## config.mk

```make
export PLATFORM = sky130hd
export DESIGN_NAME = lcd_spi_word_formatter
export DESIGN_NICKNAME = d
export VERILOG_FILES = /design/src/rtl/lsw_pkg.sv /design/src/rtl/lsw_front.sv /design/src/rtl/lsw_queue.sv /design/src/rtl/lsw_back.sv /design/src/rtl/lcd_spi_word_formatter.sv
export SDC_FILE = /design/constraint.sdc
export NUM_CORES = 1
export LEC_CHECK = 0
export CAP_MARGIN = 20
export CORE_ASPECT_RATIO = 0.7
export CORE_UTILIZATION = 61
export CTS_BUF_LIST = sky130_fd_sc_hd__clkbuf_8
export CTS_CLUSTER_DIAMETER = 150
export DETAILED_ROUTE_END_ITERATION = 16
export DONT_BUFFER_PORTS = 1
export HOLD_SLACK_MARGIN = 0.03
export PLACE_DENSITY = 0.77
export SYNTH_ARGS = -nofsm -noshare
export SYNTH_HDL_FRONTEND = slang
export SYNTH_SLANG_ARGS = --single-unit
```

## constraint.sdc

```tcl
create_clock -name clk -period 3.2 [get_ports clk]
set_input_delay 0.16 -clock clk [delete_from_list [all_inputs] [get_ports clk]]
set_output_delay 0.16 -clock clk [all_outputs]
set_load 0.02 [all_outputs]
```

## src/rtl/lsw_pkg.sv

```systemverilog
`default_nettype none

package lsw_pkg;

    localparam int QUEUE_DEPTH = 2;

    localparam int WORD_W  = 24;
    localparam int WCODE_W = 2;
    localparam int PAD_W   = 3;
    localparam int BYTE_W  = 8;
    localparam int HELD_W  = 4;
    localparam int GROUP_W = 3;

    // held count once a 9-bit word has left a whole byte behind
    localparam logic [HELD_W-1:0] HELD_FULL = 4'd8;

    typedef enum logic [WCODE_W-1:0] {
        WC_8   = 2'd0,
        WC_16  = 2'd1,
        WC_24  = 2'd2,
        WC_BAD = 2'd3
    } width_code_t;

    typedef enum logic [1:0] {
        JOB_ERR,
        JOB_FOUR,
        JOB_THREE
    } job_kind_t;

    typedef struct packed {
        job_kind_t           kind;
        logic [WORD_W-1:0]   data_word;
        logic [WCODE_W-1:0]  width_code;
        logic                dc;
        logic [PAD_W-1:0]    lead_pad;
        logic                last;
    } job_t;

    typedef enum logic [2:0] {
        B_IDLE,
        B_ERR,
        B_FOUR,
        B_PAD,
        B_HI,
        B_LO,
        B_FILL,
        B_FLUSH
    } back_state_t;

endpackage

`default_nettype wire

```

## src/rtl/lsw_front.sv

```systemverilog
`default_nettype none

module lsw_front (
    input  wire logic                        clk,
    input  wire logic                        rst_n,
    input  wire logic                        cfg_we,
    input  wire logic                        cfg_wdata,
    input  wire logic                        in_valid,
    output logic                             in_stall,
    input  wire logic [lsw_pkg::WORD_W-1:0]  data_word,
    input  wire logic [lsw_pkg::WCODE_W-1:0] width_code,
    input  wire logic                        dc,
    input  wire logic [lsw_pkg::PAD_W-1:0]   lead_pad,
    input  wire logic                        last,
    input  wire logic                        q_full,
    output logic                             q_push,
    output lsw_pkg::job_t                    q_job
);
    import lsw_pkg::*;

    logic three_wire_reg;
    logic bad_width;

    always_ff @(posedge clk or negedge rst_n)
    begin
        if (!rst_n)
        begin
            three_wire_reg <= 1'b0;
        end
        else if (cfg_we)
        begin
            three_wire_reg <= cfg_wdata;
        end
    end

    // 24-bit words have no 9-bit form
    assign bad_width = (width_code == WC_BAD) || (three_wire_reg && width_code == WC_24);

    always_comb
    begin
        q_job.data_word  = data_word;
        q_job.width_code = width_code;
        q_job.dc         = dc;
        q_job.lead_pad   = lead_pad;
        q_job.last       = last;
        priority if (bad_width)
        begin
            q_job.kind = JOB_ERR;
        end
        else if (three_wire_reg)
        begin
            q_job.kind = JOB_THREE;
        end
        else
        begin
            q_job.kind = JOB_FOUR;
        end
    end

    assign in_stall = q_full;
    assign q_push   = in_valid && !q_full;

endmodule

`default_nettype wire

```

## src/rtl/lsw_queue.sv

```systemverilog
`default_nettype none

module lsw_queue #(
    parameter int DEPTH = lsw_pkg::QUEUE_DEPTH
) (
    input  wire logic          clk,
    input  wire logic          rst_n,
    input  wire logic          push,
    input  wire lsw_pkg::job_t push_job,
    output logic               full,
    input  wire logic          pop,
    output logic               pop_valid,
    output lsw_pkg::job_t      pop_job
);
    import lsw_pkg::*;

    localparam int PTR_W = (DEPTH > 1) ? $clog2(DEPTH) : 1;
    localparam int CNT_W = $clog2(DEPTH + 1);
    localparam logic [PTR_W-1:0] PTR_LAST = PTR_W'(DEPTH - 1);
    localparam logic [CNT_W-1:0] CNT_FULL = CNT_W'(DEPTH);

    job_t             slot_reg [DEPTH];
    logic [PTR_W-1:0] wr_ptr_reg, wr_ptr_next;
    logic [PTR_W-1:0] rd_ptr_reg, rd_ptr_next;
    logic [CNT_W-1:0] count_reg, count_next;
    logic             do_push, do_pop;

    assign full      = (count_reg == CNT_FULL);
    assign pop_valid = (count_reg != '0);
    assign pop_job   = slot_reg[rd_ptr_reg];
    assign do_push   = push && !full;
    assign do_pop    = pop && pop_valid;

    always_comb
    begin
        wr_ptr_next = wr_ptr_reg;
        rd_ptr_next = rd_ptr_reg;
        count_next  = count_reg;
        if (do_push)
        begin
            wr_ptr_next = (wr_ptr_reg == PTR_LAST) ? '0 : wr_ptr_reg + 1'b1;
        end
        if (do_pop)
        begin
            rd_ptr_next = (rd_ptr_reg == PTR_LAST) ? '0 : rd_ptr_reg + 1'b1;
        end
        if (do_push && !do_pop)
        begin
            count_next = count_reg + 1'b1;
        end
        else if (do_pop && !do_push)
        begin
            count_next = count_reg - 1'b1;
        end
    end

    always_ff @(posedge clk or negedge rst_n)
    begin
        if (!rst_n)
        begin
            wr_ptr_reg <= '0;
            rd_ptr_reg <= '0;
            count_reg  <= '0;
        end
        else
        begin
            wr_ptr_reg <= wr_ptr_next;
            rd_ptr_reg <= rd_ptr_next;
            count_reg  <= count_next;
        end
    end

    always_ff @(posedge clk)
    begin
        if (do_push)
        begin
            slot_reg[wr_ptr_reg] <= push_job;
        end
    end

endmodule

`default_nettype wire

```

## src/rtl/lsw_back.sv

```systemverilog
`default_nettype none

module lsw_back (
    input  wire logic                       clk,
    input  wire logic                       rst_n,
    input  wire logic                       q_valid,
    input  wire lsw_pkg::job_t              q_job,
    output logic                            q_pop,
    output logic                            out_valid,
    input  wire logic                       out_stall,
    output logic [lsw_pkg::BYTE_W-1:0]      out_byte,
    output logic                            dc_level,
    output logic                            end_of_run,
    output logic                            width_error
);
    import lsw_pkg::*;

    back_state_t          state_reg, state_next;
    logic [WORD_W-1:0]    data_reg, data_next;
    logic                 dc_reg, dc_next;
    logic [PAD_W-1:0]     pad_reg, pad_next;
    logic                 last_reg, last_next;
    logic                 wide_reg, wide_next;
    logic [WCODE_W-1:0]   idx_reg, idx_next;
    logic [BYTE_W-1:0]    acc_reg, acc_next;
    logic [HELD_W-1:0]    held_reg, held_next;
    logic [GROUP_W-1:0]   wig_reg, wig_next;

    logic                 out_valid_reg, out_valid_next;
    logic [BYTE_W-1:0]    out_byte_reg, out_byte_next;
    logic                 dc_level_reg, dc_level_next;
    logic                 end_reg, end_next;
    logic                 err_reg, err_next;

    logic                 out_free;
    logic                 emit;
    logic [8:0]           w9;
    logic [16:0]          combined;
    logic [16:0]          shifted;
    logic [HELD_W-1:0]    held_inc;
    logic [GROUP_W-1:0]   wig_inc;
    logic                 final_word;
    logic [BYTE_W-1:0]    four_byte;

    assign out_free = !out_valid_reg || !out_stall;
    assign emit     = (state_reg != B_IDLE);

    // next 9-bit word and the byte it completes
    always_comb
    begin
        unique case (state_reg)
            B_HI:    w9 = {dc_reg, data_reg[15:8]};
            B_LO:    w9 = {dc_reg, data_reg[7:0]};
            default: w9 = '0;
        endcase
        combined = {acc_reg, w9};
        shifted  = combined >> ({1'b0, held_reg[2:0]} + 4'd1);
        held_inc = {1'b0, held_reg[2:0]} + 4'd1;
        wig_inc  = wig_reg + 3'd1;
    end

    always_comb
    begin
        unique case (idx_reg)
            2'd2:    four_byte = data_reg[23:16];
            2'd1:    four_byte = data_reg[15:8];
            default: four_byte = data_reg[7:0];
        endcase
    end

    always_comb
    begin
        state_next = state_reg;
        data_next  = data_reg;
        dc_next    = dc_reg;
        pad_next   = pad_reg;
        last_next  = last_reg;
        wide_next  = wide_reg;
        idx_next   = idx_reg;
        acc_next   = acc_reg;
        held_next  = held_reg;
        wig_next   = wig_reg;
        out_byte_next = '0;
        dc_level_next = 1'b0;
        end_next      = 1'b0;
        err_next      = 1'b0;
        final_word    = 1'b0;
        q_pop         = 1'b0;

        unique case (state_reg)
            B_IDLE:
            begin
                if (q_valid)
                begin
                    q_pop     = 1'b1;
                    data_next = q_job.data_word;
                    dc_next   = q_job.dc;
                    pad_next  = q_job.lead_pad;
                    last_next = q_job.last;
                    wide_next = (q_job.width_code == WC_16);
                    idx_next  = q_job.width_code;
                    unique case (q_job.kind)
                        JOB_FOUR:  state_next = B_FOUR;
                        JOB_THREE:
                        begin
                            priority if (q_job.lead_pad != '0)
                            begin
                                state_next = B_PAD;
                            end
                            else if (q_job.width_code == WC_16)
                            begin
                                state_next = B_HI;
                            end
                            else
                            begin
                                state_next = B_LO;
                            end
                        end
                        default:   state_next = B_ERR;
                    endcase
                end
            end
            B_ERR:
            begin
                end_next = 1'b1;
                err_next = 1'b1;
                if (out_free)
                begin
                    state_next = B_IDLE;
                end
            end
            B_FOUR:
            begin
                out_byte_next = four_byte;
                dc_level_next = dc_reg;
                end_next      = (idx_reg == '0);
                if (out_free)
                begin
                    idx_next = idx_reg - 1'b1;
                    if (idx_reg == '0)
                    begin
                        state_next = B_IDLE;
                    end
                end
            end
            B_FLUSH:
            begin
                out_byte_next = acc_reg;
                end_next      = 1'b1;
                if (out_free)
                begin
                    held_next  = '0;
                    state_next = B_IDLE;
                end
            end
            default:
            begin
                // 3-wire packing: B_PAD, B_HI, B_LO, B_FILL
                if (held_reg == HELD_FULL)
                begin
                    out_byte_next = acc_reg;
                    if (out_free)
                    begin
                        held_next = '0;
                    end
                end
                else
                begin
                    out_byte_next = shifted[7:0];
                    unique case (state_reg)
                        B_LO:    final_word = !last_reg || (wig_inc == '0);
                        B_FILL:  final_word = (wig_inc == '0);
                        default: final_word = 1'b0;
                    endcase
                    end_next = final_word && (held_inc != HELD_FULL);
                    if (out_free)
                    begin
                        acc_next  = combined[7:0];
                        held_next = held_inc;
                        wig_next  = wig_inc;
                        unique case (state_reg)
                            B_PAD:
                            begin
                                pad_next = pad_reg - 1'b1;
                                if (pad_reg == 3'd1)
                                begin
                                    state_next = wide_reg ? B_HI : B_LO;
                                end
                            end
                            B_HI:    state_next = B_LO;
                            default: state_next = B_FILL;
                        endcase
                        if (final_word)
                        begin
                            state_next = (held_inc == HELD_FULL) ? B_FLUSH : B_IDLE;
                        end
                    end
                end
            end
        endcase

        out_valid_next = out_free ? emit : out_valid_reg;
    end

    always_ff @(posedge clk or negedge rst_n)
    begin
        if (!rst_n)
        begin
            state_reg     <= B_IDLE;
            acc_reg       <= '0;
            held_reg      <= '0;
            wig_reg       <= '0;
            out_valid_reg <= 1'b0;
        end
        else
        begin
            state_reg     <= state_next;
            acc_reg       <= acc_next;
            held_reg      <= held_next;
            wig_reg       <= wig_next;
            out_valid_reg <= out_valid_next;
        end
    end

    always_ff @(posedge clk)
    begin
        data_reg <= data_next;
        dc_reg   <= dc_next;
        pad_reg  <= pad_next;
        last_reg <= last_next;
        wide_reg <= wide_next;
        idx_reg  <= idx_next;
        if (out_free)
        begin
            out_byte_reg <= out_byte_next;
            dc_level_reg <= dc_level_next;
            end_reg      <= end_next;
            err_reg      <= err_next;
        end
    end

    assign out_valid   = out_valid_reg;
    assign out_byte    = out_byte_reg;
    assign dc_level    = dc_level_reg;
    assign end_of_run  = end_reg;
    assign width_error = err_reg;

endmodule

`default_nettype wire

```

## src/rtl/lcd_spi_word_formatter.sv

```systemverilog
// Display word to SPI byte formatter.
// Input channel (in_valid / in_stall): one request carries data_word, width_code,
// dc, lead_pad and last. Output channel (out_valid / out_stall): one SPI byte per
// transfer with dc_level, end_of_run (last byte of an input) and width_error.
// cfg_we / cfg_wdata write the three_wire mode bit; write it only while idle.
// 4-wire: 1 to 3 bytes, MSB first. 3-wire: 9-bit words packed eight to nine
// bytes, with lead_pad no-op words and zero fill of the group on last.
// Unsupported widths give a single error result and leave packing untouched.
// The first byte passes the queue slot, the sequencer state register and the
// output register. Throughput: the back end sends one byte per cycle while
// out_stall is low, and takes a load step from the queue before each item in
// which it sends no byte. A queue of QUEUE_DEPTH items sits between the
// input stage and the byte sequencer, so inputs keep being taken while bytes drain.
// When out_stall is high the output register holds its byte and the sequencer
// waits; in_stall rises once the queue is full.
// Reset clears mode (4-wire), packing state, queue and output valid.
`default_nettype none

module lcd_spi_word_formatter #(
    parameter int QUEUE_DEPTH = lsw_pkg::QUEUE_DEPTH
) (
    input  wire logic                        clk,
    input  wire logic                        rst_n,
    input  wire logic                        cfg_we,
    input  wire logic                        cfg_wdata,
    input  wire logic                        in_valid,
    output logic                             in_stall,
    input  wire logic [lsw_pkg::WORD_W-1:0]  data_word,
    input  wire logic [lsw_pkg::WCODE_W-1:0] width_code,
    input  wire logic                        dc,
    input  wire logic [lsw_pkg::PAD_W-1:0]   lead_pad,
    input  wire logic                        last,
    output logic                             out_valid,
    input  wire logic                        out_stall,
    output logic [lsw_pkg::BYTE_W-1:0]       out_byte,
    output logic                             dc_level,
    output logic                             end_of_run,
    output logic                             width_error
);
    import lsw_pkg::*;

    job_t push_job;
    job_t pop_job;
    logic q_full;
    logic q_push;
    logic q_pop;
    logic q_valid;

    lsw_front u_front (
        .clk        (clk),
        .rst_n      (rst_n),
        .cfg_we     (cfg_we),
        .cfg_wdata  (cfg_wdata),
        .in_valid   (in_valid),
        .in_stall   (in_stall),
        .data_word  (data_word),
        .width_code (width_code),
        .dc         (dc),
        .lead_pad   (lead_pad),
        .last       (last),
        .q_full     (q_full),
        .q_push     (q_push),
        .q_job      (push_job)
    );

    lsw_queue #(
        .DEPTH (QUEUE_DEPTH)
    ) u_queue (
        .clk       (clk),
        .rst_n     (rst_n),
        .push      (q_push),
        .push_job  (push_job),
        .full      (q_full),
        .pop       (q_pop),
        .pop_valid (q_valid),
        .pop_job   (pop_job)
    );

    lsw_back u_back (
        .clk         (clk),
        .rst_n       (rst_n),
        .q_valid     (q_valid),
        .q_job       (pop_job),
        .q_pop       (q_pop),
        .out_valid   (out_valid),
        .out_stall   (out_stall),
        .out_byte    (out_byte),
        .dc_level    (dc_level),
        .end_of_run  (end_of_run),
        .width_error (width_error)
    );

endmodule

`default_nettype wire

```

==> summary.md <==
| Metric | Value |
|---|---|
| # H-tree levels | `4` |
| CTS max path bufs | `2` |
| Syn Nets | `522` |
| Crit path depth | `3` |
| First-pass GRT wire length | `20.4 mm` |
| Final Cycle Share | `0.724` |
| Most frequent cells in the layout | `edfxtp_1 (109), nand2_1 (40), dlygate4sd3_1 (36)` |
| Synth top area share | `0.527` |
| Max_slew headroom | `0.451` |
| Critical path type | `flop to flop` |
| Multi-input combinational cell area | `0.00214 sq mm` |
| Syn Inst Count | `473` |
| Power Density | `1040 mW/mm^2` |
| P_leak | `0.00261 uW` |
| Layout fillers | `643` |
| Post_cts resized | `0` |
| Area contributors post-synth | `edfxtp_1 (53%), dfrtp_1 (9.7%), mux2_2 (6.3%)` |
| Clk slew on worst S/H paths | `80 ps` |
| Fmax achieved | `432 MHz` |
| Yosys warns | `0` |
| Largest stage delay, worst path | `780 ps` |
| HP Class | `input pin to flop` |
| Leading cell type in the layout, fill and taps excluded | `edfxtp_1` |
| FF-to-FF End | `u_back.acc_reg[3]` |
| Critical Path Slowest Stage Cell | `xnor2_2` |
| Vias per cell | `6.13` |
| Max Transition Viols Final | `0` |
| Setup Viol. Count Final | `0` |
| Share of layout cells above drive strength 1 | `0.170` |
| Num ports | `50` |
| Synth Area per Inst | `13.1 sq um` |
| TritonRoute pass-1 iters | `5` |
| Starting Density | `0.634` |
| Num CTS Buffers | `17` |
| RSZ-0062 raised after global routing | `no` |
| Max-cap violations | `0` |
| # DRC | `0` |
| Primary FF master, synth | `edfxtp_1` |
| Post-DP Area | `0.00632 sq mm` |
| Design Area, Final | `0.00713 sq mm` |
| Site Rows | `30` |
| Hold Vio Cnt, Final | `0` |
| Antenna diode count | `0` |
| Status | `completed` |
| Tmin final | `2320 ps` |
| Antenna violations before repair | `0` |
| Skew final | `8.51 ps` |
| Later-pin clock latency in the skew report | `450 ps` |
| VDD IR max | `0.497 mV` |
| Total Die Area | `0.0106 sq mm` |
| Die Y | `86.4 um` |
| CP startpoint | `u_back.state_reg[2]` |
| Setup crit start kind | `flop` |
| Crit-path cells | `xnor2_2, nand2_2, mux2_2` |
| Final GP Congestion | `0.878` |
| Reg2reg path depth | `3` |
| Worst R2R Start | `u_back.state_reg[2]` |
| Sequential standard cell area | `0.00387 sq mm` |
| Starting DRC count in detailed routing | `328` |
| Max reg flops | `66` |
| CP Data Arrival Time | `2640 ps` |
| CTS sink count | `133` |
| Final wirelength | `12.6 mm` |
| Yosys reg bits | `133` |
| R2R Setup Slk | `880 ps` |
| Root Buffer | `clkbuf_8` |
| Gr usage total | `0.262` |
| Post-synth top area cell | `edfxtp_1` |
| Post-synth EDFFs | `109` |
| Area Growth Syn to Fin | `14.8%` |
| Via count | `4020` |
| Number of routed nets with antenna violations | `0` |
| Setup bufs post-CTS | `0` |
| Setup crit end | `u_back.acc_reg[3]` |
| Hold_buf cts | `37` |
| CP delay by family, top | `XOR/XNOR gates` |
| Congestion Overflow GR | `0` |
| Maximum fanout along the worst path | `20` |
| Post-synth cell types | `63` |
| Bufs and invs on worst path | `0` |
| Hpwl dp | `8.05 mm` |
| Die Wd | `123 um` |
| Share of the yosys chip area belonging to registers | `0.624` |
| Clock tree from TritonCTS | `done` |
| Share of synthesized registers carrying an async set or reset | `0.180` |
| Final setup TNS | `0 ps` |
| Vias in the first global route | `4011` |
| Worst setup EP type | `flop` |
| Min-delay src | `out_stall` |
| Drt wl/cell | `19.3 um` |
| Worst-margin pin slew | `819 ps` |
| Core area | `0.00980 sq mm` |
| Largest net degree at the start of global routing | `34` |
| Buffers added on ports | `0` |
| Worst EP required | `3530 ps` |
| Post-Syn Area | `0.00621 sq mm` |
| Post-layout net count | `564` |
## worst min-delay path by stage
stage	to	slack, ps	cells past startpoint
2_1_floorplan	u_back.acc_reg[0]	-140	0
3_3_place_gp	u_back.out_valid	-130	0
3_5_place_dp	u_back.held_reg[0]	-130	0
4_1_cts	u_back.wig_reg[2]	70	3
5_1_grt	u_back.wig_reg[2]	100	3
6_report	u_back.wig_reg[2]	80	3
## layout make-up
type                       instances  area share
sequential                       133       0.544
clock buffer                      17      0.0328
inverter                          14     0.00737
tap                              128      0.0225
clock inverter                    15      0.0267
timing repair buffer              50      0.0671
multi-input combinational        299       0.300
## worst register-to-register path: stages (launching register included)
cell,delay (ps)
dfrtp_1,640
xnor2_2,780
nand2_2,400
mux2_2,380
## cells in the mapped netlist, types with 7 or more instances
cell type	count
edfxtp_1	109
nand2_1	40
mux2_2	35
a21oi_1	29
dfrtp_1	24
nor2_1	24
inv_1	13
mux2i_1	13
ha_1	12
nand3_1	12
o21ai_0	12
buf_2	11
o22ai_1	10
a22oi_1	8
o21a_1	8
a211oi_1	7
clkbuf_1	7
nand2b_1	7
nor2b_1	7
xnor2_1	7
## metrics by stage
step                      total power (uW)  hold slack, ps  instances   util  setup WS (ps)
after CTS                             7390            68.7        656  0.727            934
after global placement                5780            -135        587  0.645            976
after floorplan                       5170            -136        473      -            751
final                                 7420            78.1        656  0.727            884
after global routing                  7850             102        656  0.727            788
after detailed placement              5820            -135        587  0.645            950
## power by group
part / total (uW) / switching, uW / internal, uW
clock: 1510 / 719 / 792
combinational: 2870 / 1710 / 1160
sequential: 3040 / 451 / 2590
## cell families after synthesis
family | Yosys count | share of synthesized area
XOR/XNOR | 11 | 0.0167
AND/OR/NAND/NOR | 113 | 0.0883
multiplexers | 51 | 0.0935
adder cells (fa/ha/maj) | 12 | 0.0242
buffers and inverters | 41 | 0.0318
AO/OA/AOI/OAI | 112 | 0.121
flip-flops | 133 | 0.624
## per-layer routing
metal  up-vias  part of all wire  GRT usage  wire length, um
li1       1874                 -          -                -
met1      1968              0.47      0.370             5950
met2       156              0.45      0.391             5680
met3        22             0.062     0.0645              787
met4         0             0.018      0.110              225
met5         -                 0          0                0
(Power assumes the default switching activity.)
